==> config.mk <==
export PLATFORM = sky130hd
export DESIGN_NAME = event_calendar_priority_queue_unit
export DESIGN_NICKNAME = d
export VERILOG_FILES = /design/src/rtl/ecpq_pkg.sv /design/src/rtl/ecpq_cell.sv /design/src/rtl/event_calendar_priority_queue_unit.sv
export SDC_FILE = /design/constraint.sdc
export NUM_CORES = 2
export LEC_CHECK = 0
export ABC_AREA = 1
export BUFFER_PORTS_ARGS = -buffer_cell sky130_fd_sc_hd__buf_2
export CORE_MARGIN = 10
export CORE_UTILIZATION = 39
export CTS_BUF_LIST = sky130_fd_sc_hd__clkbuf_8
export DETAILED_ROUTE_END_ITERATION = 10
export SETUP_SLACK_MARGIN = 0.3
export SLEW_MARGIN = 20
export SYNTH_ARGS = -nofsm -noshare
export SYNTH_HDL_FRONTEND = slang
export SYNTH_SLANG_ARGS = --single-unit
==> constraint.sdc <==
create_clock -name clk -period 12.3 [get_ports clk]
set_input_delay 0.615 -clock clk [delete_from_list [all_inputs] [get_ports clk]]
set_output_delay 0.615 -clock clk [all_outputs]
set_load 0.05 [all_outputs]
==> src/rtl/ecpq_pkg.sv <==
// ============================================================================
// ecpq_pkg
// types, codes and defaults shared by the event calendar files
// ============================================================================
`timescale 1ns / 1ps

package ecpq_pkg;

    localparam int ECPQ_DEPTH_DEFAULT = 16;
    localparam int ECPQ_TIME_W        = 32;
    localparam int ECPQ_KIND_W        = 4;
    localparam int ECPQ_INFO_W        = 16;
    localparam int ECPQ_STATUS_W      = 2;
    localparam int ECPQ_FILL_W        = 5;

    // command codes
    localparam logic CMD_INSERT = 1'b0;
    localparam logic CMD_POP    = 1'b1;

    // status codes
    localparam logic [ECPQ_STATUS_W-1:0] STATUS_DONE  = 2'd0;
    localparam logic [ECPQ_STATUS_W-1:0] STATUS_EMPTY = 2'd1;
    localparam logic [ECPQ_STATUS_W-1:0] STATUS_FULL  = 2'd2;

    typedef struct packed {
        logic                   cmd;
        logic [ECPQ_TIME_W-1:0] event_time;
        logic [ECPQ_KIND_W-1:0] event_kind;
        logic [ECPQ_INFO_W-1:0] event_info;
    } ecpq_cmd_t;

    typedef struct packed {
        logic [ECPQ_STATUS_W-1:0] status;
        logic                     out_valid;
        logic [ECPQ_TIME_W-1:0]   out_time;
        logic [ECPQ_KIND_W-1:0]   out_kind;
        logic [ECPQ_INFO_W-1:0]   out_info;
        logic [ECPQ_FILL_W-1:0]   fill;
    } ecpq_rsp_t;

    // one stored event
    typedef struct packed {
        logic [ECPQ_TIME_W-1:0] event_time;
        logic [ECPQ_KIND_W-1:0] event_kind;
        logic [ECPQ_INFO_W-1:0] event_info;
    } ecpq_entry_t;

    // operation broadcast to every cell
    typedef struct packed {
        logic        insert;
        logic        pop;
        ecpq_entry_t new_entry;
    } ecpq_ctl_t;

endpackage

==> src/rtl/ecpq_cell.sv <==
// ============================================================================
// ecpq_cell
// one slot of the sorted chain: keeps, takes the new event or shifts
// ============================================================================
`timescale 1ns / 1ps

module ecpq_cell #(
    parameter int INDEX = 0,
    parameter int CNT_W = 5
) (
    input  logic                clk,
    input  ecpq_pkg::ecpq_ctl_t ctl,
    input  logic [CNT_W-1:0]    count,
    input  ecpq_pkg::ecpq_entry_t prev_entry,
    input  logic                prev_go,
    input  ecpq_pkg::ecpq_entry_t next_entry,
    output ecpq_pkg::ecpq_entry_t entry,
    output logic                go
);
    import ecpq_pkg::*;

    localparam logic [CNT_W-1:0] IDX = CNT_W'(INDEX);

    ecpq_entry_t entry_reg;
    ecpq_entry_t entry_next;
    logic        occupied;
    logic        take_new;

    // held slots form a prefix of the chain
    assign occupied = IDX < count;
    // new event passes over every held event of equal or smaller time
    assign go       = occupied && (entry_reg.event_time <= ctl.new_entry.event_time);
    assign take_new = (INDEX == 0) || prev_go;

    always_comb
    begin
        entry_next = entry_reg;
        priority if (ctl.pop)
        begin
            entry_next = next_entry;
        end
        else if (ctl.insert && !go)
        begin
            entry_next = take_new ? ctl.new_entry : prev_entry;
        end
        else
        begin
            entry_next = entry_reg;
        end
    end

    always_ff @(posedge clk)
    begin
        entry_reg <= entry_next;
    end

    assign entry = entry_reg;

endmodule

==> src/rtl/event_calendar_priority_queue_unit.sv <==
// ============================================================================
// event_calendar_priority_queue_unit
// stable time-ordered event calendar built as a chain of slot cells
// ============================================================================
//
//  channel | direction | handshake             | payload
//  --------+-----------+-----------------------+------------
//  cmd     | in        | cmd_valid / cmd_ready | ecpq_cmd_t
//  rsp     | out       | rsp_valid / rsp_ready | ecpq_rsp_t
//
//  one command per cycle while cmd_ready is high: every cell compares its key
//  with the new key in parallel and shifts by one slot as the command is taken
//  one response beat per command, from a single output register, valid on
//  the cycle after the command beat is taken
//  cmd_ready drops only while that register holds an untaken beat
//  reset clears the fill count and the response valid flag; slot payload
//  and response payload are not reset, only slots below the fill count are
//  ever read
//
`timescale 1ns / 1ps

module event_calendar_priority_queue_unit #(
    parameter int DEPTH = ecpq_pkg::ECPQ_DEPTH_DEFAULT
) (
    input  logic                clk,
    input  logic                rst_n,
    input  logic                cmd_valid,
    output logic                cmd_ready,
    input  ecpq_pkg::ecpq_cmd_t cmd,
    output logic                rsp_valid,
    input  logic                rsp_ready,
    output ecpq_pkg::ecpq_rsp_t rsp
);
    import ecpq_pkg::*;

    localparam int CNT_W = $clog2(DEPTH + 1);
    localparam logic [CNT_W-1:0] FULL_COUNT = CNT_W'(DEPTH);

    logic [CNT_W-1:0] count_reg;
    logic [CNT_W-1:0] count_next;
    logic             rsp_valid_reg;
    logic             rsp_valid_next;
    ecpq_rsp_t        rsp_reg;
    ecpq_rsp_t        rsp_next;

    logic             accept;
    logic             is_full;
    logic             is_empty;
    ecpq_ctl_t        ctl;

    ecpq_entry_t      cell_entry [DEPTH];
    logic             cell_go    [DEPTH];

    // a new beat can enter whenever the output register is free or draining
    assign cmd_ready = !rsp_valid_reg || rsp_ready;
    assign accept    = cmd_valid && cmd_ready;

    assign is_full  = count_reg == FULL_COUNT;
    assign is_empty = count_reg == '0;

    // broadcast operation, rejected commands leave the chain untouched
    always_comb
    begin
        ctl.insert               = accept && (cmd.cmd == CMD_INSERT) && !is_full;
        ctl.pop                  = accept && (cmd.cmd == CMD_POP) && !is_empty;
        ctl.new_entry.event_time = cmd.event_time;
        ctl.new_entry.event_kind = cmd.event_kind;
        ctl.new_entry.event_info = cmd.event_info;
    end

    // slot chain, head at index zero
    for (genvar i = 0; i < DEPTH; i++)
    begin : g_cell
        ecpq_entry_t prev_entry;
        logic        prev_go;
        ecpq_entry_t next_entry;

        if (i == 0)
        begin : g_head
            assign prev_entry = '0;
            assign prev_go    = 1'b0;
        end
        else
        begin : g_body
            assign prev_entry = cell_entry[i-1];
            assign prev_go    = cell_go[i-1];
        end

        if (i == DEPTH - 1)
        begin : g_tail
            assign next_entry = '0;
        end
        else
        begin : g_link
            assign next_entry = cell_entry[i+1];
        end

        ecpq_cell #(
            .INDEX (i),
            .CNT_W (CNT_W)
        ) u_cell (
            .clk        (clk),
            .ctl        (ctl),
            .count      (count_reg),
            .prev_entry (prev_entry),
            .prev_go    (prev_go),
            .next_entry (next_entry),
            .entry      (cell_entry[i]),
            .go         (cell_go[i])
        );
    end

    // fill count
    always_comb
    begin
        count_next = count_reg;
        priority if (ctl.insert)
        begin
            count_next = count_reg + 1'b1;
        end
        else if (ctl.pop)
        begin
            count_next = count_reg - 1'b1;
        end
        else
        begin
            count_next = count_reg;
        end
    end

    // response beat: event from the head before the update, fill count after it
    always_comb
    begin
        rsp_next           = rsp_reg;
        rsp_valid_next     = rsp_valid_reg && !rsp_ready;
        if (accept)
        begin
            rsp_valid_next     = 1'b1;
            rsp_next.status    = STATUS_DONE;
            rsp_next.out_valid = 1'b0;
            rsp_next.out_time  = '0;
            rsp_next.out_kind  = '0;
            rsp_next.out_info  = '0;
            rsp_next.fill      = ECPQ_FILL_W'(count_next);
            unique case (cmd.cmd)
                CMD_INSERT:
                begin
                    if (is_full)
                    begin
                        rsp_next.status = STATUS_FULL;
                    end
                end
                CMD_POP:
                begin
                    if (is_empty)
                    begin
                        rsp_next.status = STATUS_EMPTY;
                    end
                    else
                    begin
                        rsp_next.out_valid = 1'b1;
                        rsp_next.out_time  = cell_entry[0].event_time;
                        rsp_next.out_kind  = cell_entry[0].event_kind;
                        rsp_next.out_info  = cell_entry[0].event_info;
                    end
                end
                default:
                begin
                    rsp_next.status = STATUS_DONE;
                end
            endcase
        end
    end

    always_ff @(posedge clk or negedge rst_n)
    begin
        if (!rst_n)
        begin
            count_reg     <= '0;
            rsp_valid_reg <= 1'b0;
        end
        else
        begin
            count_reg     <= count_next;
            rsp_valid_reg <= rsp_valid_next;
        end
    end

    // payload register, no reset needed
    always_ff @(posedge clk)
    begin
        rsp_reg <= rsp_next;
    end

    assign rsp_valid = rsp_valid_reg;
    assign rsp       = rsp_reg;

endmodule

Word-level counts from Yosys, hierarchy flattened
Index checks and enable logic that the tools add are counted.

Register bits after elaboration: 898. Input port bits: 57. Output and inout port bits: 62. Logic and storage cells: 220.

$add $sub $neg: 2. Magnitude comparators: 32. Eq/ne operators: 1. Mux-type cells: 52. Bitwise logic cells: 1. Reductions and logical operators: 76.

Operators by type and width (count): $mux W52 (45); $le A32 B32 Y1 (16); $mux W53 (1); $lt A4 B5 Y1 const A (8); $logic_and A1 B1 Y1 (38); $reduce_bool A2 Y1 (15); $logic_not A1 Y1 (20); $lt A3 B5 Y1 const A (4); $lt A1 B5 Y1 const A (2); $lt A2 B5 Y1 const A (2); $mux W5 (2); $add A5 B1 Y5 const B (1); $eq A5 B5 Y1 const B (1); $logic_not A5 Y1 (1); $sub A5 B1 Y5 const B (1); $pmux W2 S2 (1); $mux W1 (2); $mux W2 (1); $reduce_or A2 Y1 (1); $logic_or A1 B1 Y1 (1); $not A1 Y1 (1).

Depth between registers and ports, before layout
Depth in word-level cells: 8. Gate-level depth with buffers: 21. Mapped depth without buffers: 19.

By module
A second synthesis with hierarchy kept.

Cell total of the unflattened synthesis: 7080. Area, all modules: 57888.0 um2.

Modules (own cells, without submodules): ecpq_cell (g_cell[10].u_cell ...) (times used 2, cells each 435, area each 3477.1 um2, sequential area each 1561.5 um2); ecpq_cell (g_cell[13].u_cell) (times used 1, cells each 430, area each 3499.6 um2, sequential area each 1561.5 um2); ecpq_cell (g_cell[9].u_cell) (times used 1, cells each 433, area each 3479.6 um2, sequential area each 1561.5 um2); ecpq_cell (g_cell[14].u_cell) (times used 1, cells each 436, area each 3478.3 um2, sequential area each 1561.5 um2); ecpq_cell (g_cell[4].u_cell) (times used 1, cells each 435, area each 3473.3 um2, sequential area each 1561.5 um2); ecpq_cell (g_cell[11].u_cell) (times used 1, cells each 431, area each 3472.1 um2, sequential area each 1561.5 um2); ecpq_cell (g_cell[2].u_cell) (times used 1, cells each 433, area each 3472.1 um2, sequential area each 1561.5 um2); ecpq_cell (g_cell[8].u_cell) (times used 1, cells each 435, area each 3472.1 um2, sequential area each 1561.5 um2); ecpq_cell (g_cell[1].u_cell) (times used 1, cells each 434, area each 3470.8 um2, sequential area each 1561.5 um2); ecpq_cell (g_cell[6].u_cell) (times used 1, cells each 433, area each 3470.8 um2, sequential area each 1561.5 um2); ecpq_cell (g_cell[3].u_cell) (times used 1, cells each 434, area each 3469.6 um2, sequential area each 1561.5 um2); ecpq_cell (g_cell[5].u_cell) (times used 1, cells each 433, area each 3469.6 um2, sequential area each 1561.5 um2); ecpq_cell (g_cell[7].u_cell) (times used 1, cells each 433, area each 3467.1 um2, sequential area each 1561.5 um2); ecpq_cell (g_cell[15].u_cell) (times used 1, cells each 432, area each 3460.8 um2, sequential area each 1561.5 um2); +2 rows.

Worst setup path before layout
Ideal clock, no wire load.

Path type: input-to-reg. Start: input cmd[51] in the netlist's numbering. End: register g_cell[13].u_cell.entry_reg, in the netlist g_cell[13].u_cell.entry[0], enable pin. Library setup time: 0.493 ns. Arrival time: 5.258 ns. Required time: 11.807 ns. Path slack: 6.550 ns. Stages on the path: 12. Buffers on the path: 2. Cell sequence: inv_1 clkbuf_1 ha_1 nand2_1 nor2_1 nand4_1 nor3b_1 nand2_1 nand2_1 nand2_1 clkbuf_1 a31oi_1.

Cells in the longest elaborated chain, start to end: 5.

RTL lines: start: declaration (RTL line event_calendar_priority_queue_unit.sv:29) `input ecpq_pkg::ecpq_cmd_t cmd,`; $le A32 B32 Y1 (RTL line ecpq_cell.sv:32) `assign go = occupied && (entry_reg.event_time <= ctl.new_entry.event_time);`; $logic_and A1 B1 Y1 (RTL line ecpq_cell.sv:32); $logic_not A1 Y1 (RTL line ecpq_cell.sv:42) `else if (ctl.insert && !go)`; $logic_and A1 B1 Y1 (RTL line ecpq_cell.sv:42); $reduce_bool A2 Y1 (no line); end signal: assignment (RTL line ecpq_cell.sv:54) `entry_reg <= entry_next;`; end: declaration (RTL line ecpq_cell.sv:24) `ecpq_entry_t entry_reg;`.

No other way between the ends. A chain may end at the register's enable or synchronous reset.

Worst setup path after layout
Start: register count_reg[0]. End: register g_cell[12].u_cell.entry_reg, in the netlist g_cell[12].u_cell.entry[23], enable pin.

Cells in the longest elaborated chain, start to end: 5. Elaborated cells on any way between the ends: 11. Those cells by class: order compare: 1; eq/ne: 1; reduce/logical: 9.

RTL lines: start: declaration (RTL line event_calendar_priority_queue_unit.sv:39) `logic [CNT_W-1:0] count_reg;`; start signal: assignment (RTL line event_calendar_priority_queue_unit.sv:184) `count_reg <= count_next;`; $lt A4 B5 Y1 or $eq A5 B5 Y1 (tied branches) (RTL line ecpq_cell.sv:30, event_calendar_priority_queue_unit.sv:58); $logic_and A1 B1 Y1 or $logic_not A1 Y1 (tied branches) (RTL line ecpq_cell.sv:32, event_calendar_priority_queue_unit.sv:64); $logic_not A1 Y1 or $logic_and A1 B1 Y1 (tied branches) (RTL line ecpq_cell.sv:42, event_calendar_priority_queue_unit.sv:64); $logic_and A1 B1 Y1 (RTL line ecpq_cell.sv:42); $reduce_bool A2 Y1 (no line) *; end signal: assignment (RTL line ecpq_cell.sv:54); end: declaration (RTL line ecpq_cell.sv:24).

Mark *: on every way between the ends. The rest lies on a longest branch, timed or not.

==> results_dict.tcl <==
set metrics [dict create \
    syn_area_mm2 0.0608 \
    post-synth-top-count-cell "nand2_1" \
    ys_ff_latch 898 \
    worst_pin_slew_ns 1.15 \
    end_kind "flip-flop" \
    grt_pass1_vias 50500 \
    die_w_um 415 \
    layout_min_cycle_time_ns 5.03 \
    cts.path.max_buffers 3 \
    grt_pass1_wl_um 275000 \
    rows 144 \
    max-cap-violations 0 \
    cts-root-buf "clkbuf_8" \
    antenna_found_initial 7 \
    rsz0062_at_grt "no" \
    initial_core_util_pct 39.3 \
    design.core.area_mm2 0.155 \
    drtIter0Drc 4480 \
    drcViolationCount 0 \
    port_buffers 118 \
    hp-start "cmd[14]" \
    max_slew_margin_pct 23.4 \
    fin_total_pwr_mw 14.2 \
    timing.critical_path.from_type "flip-flop" \
    grt_max_degree 228 \
    synthTopCellsByArea "edfxtp_1, nand2_1, nand3_1, ha_1, inv_1" \
    r2r_cells 12 \
    clock_sinks 898 \
    layout-drive-gt1-share_pct 5.76 \
    min_to "g_cell[15].u_cell.entry[14]" \
    r2r-start "count_reg[0]" \
    synth_seq_area_share_pct 43.4 \
    wl_per_cell_um 16.7 \
    cts-buffers-inserted 165 \
    synthTopCellsByCount "nand2_1, nand3_1, inv_1" \
    final-setup-viol-count 0 \
    synth_cell_types 35 \
    cp_max_fo 175 \
    yosys.area.top_type "edfxtp_1" \
    synthCells 8058 \
    dp_hpwl_um 120000 \
    clock.fmax_mhz 199 \
    n_fill_cell 15700 \
    vias_per_cell 5.08 \
    grt_usage_pct 19.0 \
    h-tree-depth 4 \
    finalCritPeriodShare_pct 40.9 \
    crit_required_ns 12.86 \
    async_flop_share_pct 0.668 \
    worstHoldPathCells 5 \
    fin_util_pct 42.9 \
    die-area_mm2 0.172 \
    synth_top_area_share_pct 41.5 \
    slew_violations 0 \
    path_clk_slew_ns 0.06 \
    reg2reg_to "g_cell[12].u_cell.entry[23]" \
    clk_latency_ns 0.92 \
    post_cts_buffers 0 \
    power_density_mw_per_mm2 214 \
    hp-class "in2reg" \
    gp_congestion 0.845 \
    num_vias 51600 \
    cts_tree "yes" \
    nets 8553 \
    gr-total-overflow 0 \
    finalHoldViolations 0 \
    peakVddDrop_mv 0.194 \
    largest_reg_flops 832 \
    avgSynthCellArea_um2 7.55 \
    chipHeight_um 415 \
    placed_area_mm2 0.0633 \
    drtAntennaViolNets 0 \
    final_cell_area_mm2 0.0662 \
    synth_nets 8630 \
    synth-edff-count 840 \
    rrSetupSlack_ns 7.27 \
    fin_skew_ns 0.0362 \
    routed_wirelength_um 169000 \
    pin_count 119 \
    p_leak_nw 32.3 \
    yosysWarnings 0 \
    fin_setup_tns_ns 0 \
    status "finished clean" \
    syn2layout_area_growth_pct 8.94 \
    drt_first_pass_iters 6 \
    arrival_ns 5.59 \
    yosys_most_used_dff "edfxtp_1" \
    crit_type "reg2reg" \
]
## logic make-up (layout without fill, tap and decap cells)
logic type / Yosys count / in the layout / share of synthesized area [%]
XOR/XNOR: 3 / 3 / 0.0432
flip-flops: 898 / 898 / 43.4
AO/OA/AOI/OAI: 449 / 449 / 4.01
buffers and inverters: 1402 / 1456 / 8.83
other: 0 / 3 / 0
adder cells (fa/ha/maj): 515 / 515 / 10.6
AND/OR/NAND/NOR: 4791 / 4791 / 33.1
## timing repair
action,4_1_cts,5_1_grt
resized for setup,0,0
endpoints found under the hold margin,11,0
hold buffers,8,0
## power by group
group	internal (mW)	switching [mW]
Sequential	4.71	0.569
Clock	1.27	1.32
Combinational	1.93	4.36
Total	7.91	6.25
## stage by stage
stage               cells  hold slack, ns  worst slack [ns]
finish              10200          0.0859              7.27
global route        10200          0.0654              6.92
CTS                 10200         0.00167              7.27
detailed placement   9849           0.445              7.29
global placement     9849           0.448              7.39
floorplan            8058           0.319              6.55
## worst max path at each step
stage | startpoint | endpoint | slack, ns
2_1_floorplan | cmd[51] | g_cell[13].u_cell.entry[0] | 6.55
3_3_place_gp | count_reg[1] | g_cell[12].u_cell.entry[32] | 7.39
3_5_place_dp | count_reg[0] | g_cell[12].u_cell.entry[32] | 7.29
4_1_cts | count_reg[0] | g_cell[12].u_cell.entry[23] | 7.27
5_1_grt | count_reg[0] | g_cell[12].u_cell.entry[23] | 6.92
6_report | count_reg[0] | g_cell[12].u_cell.entry[23] | 7.27
## metal layers
layer / wire length [µm] / GRT usage (%) / vias up
met5: 22 / 0 / -
met4: 4110 / 5.47 / 4
met3: 10300 / 3.22 / 212
met2: 75200 / 30.6 / 1508
met1: 79800 / 26.2 / 23500
li1: - / - / 26400
## cell type report
class                      count  area [µm²]  area share, %
antenna                        3        7.51         0.0113
tap                         2044        2560           3.86
clock buffer                 169        2330           3.51
inverter                     924        3480           5.25
timing repair buffer         234        1540           2.33
multi-input combinational   5758       29400           44.4
sequential                   898       26400           39.9
clock inverter               129         536          0.808
## placed cells by master, fill, tap and decap left out, types with 2 or more instances in the layout
cell,netlist,layout
clkinv_1,3,32
o21ai_0,117,117
a21oi_1,252,252
a21o_1,2,2
buf_4,2,103
clkinvlp_4,0,6
nor2_1,288,288
inv_1,914,998
dfrtp_1,6,6
nand2_1,2887,2867
xor2_1,3,3
dfxtp_1,52,52
buf_2,80,118
inv_6,0,3
nor3_1,18,18
ha_1,515,515
a31oi_4,0,16
nand4_1,60,60
inv_2,7,7
inv_8,0,2
nand3_1,1522,1522
nand2_4,0,3
o21a_1,31,30
clkinv_2,0,5
dlygate4sd3_1,0,8
edfxtp_1,840,840
nor3b_1,2,2
diode_2,0,3
clkbuf_8,0,169
nand2_2,0,17
buf_12,0,5
o211ai_1,14,14
o21bai_1,11,11
nor4_1,6,6
nor2_4,1,2
nor2_2,4,3
o21ai_4,0,4
## worst max-delay path: stages, from the launching register on
cell and delay (ns):
dfrtp_1 0.45, clkinv_1 0.23, ha_1 0.24, nand3_2 0.13
nor2_1 0.14, nor2_2 0.09, inv_2 0.26, nor2_4 0.09
inv_8 0.56, buf_12 0.66, buf_4 0.78, a31oi_4 0.30
buf_4 0.40
(Power assumes the default switching activity.)
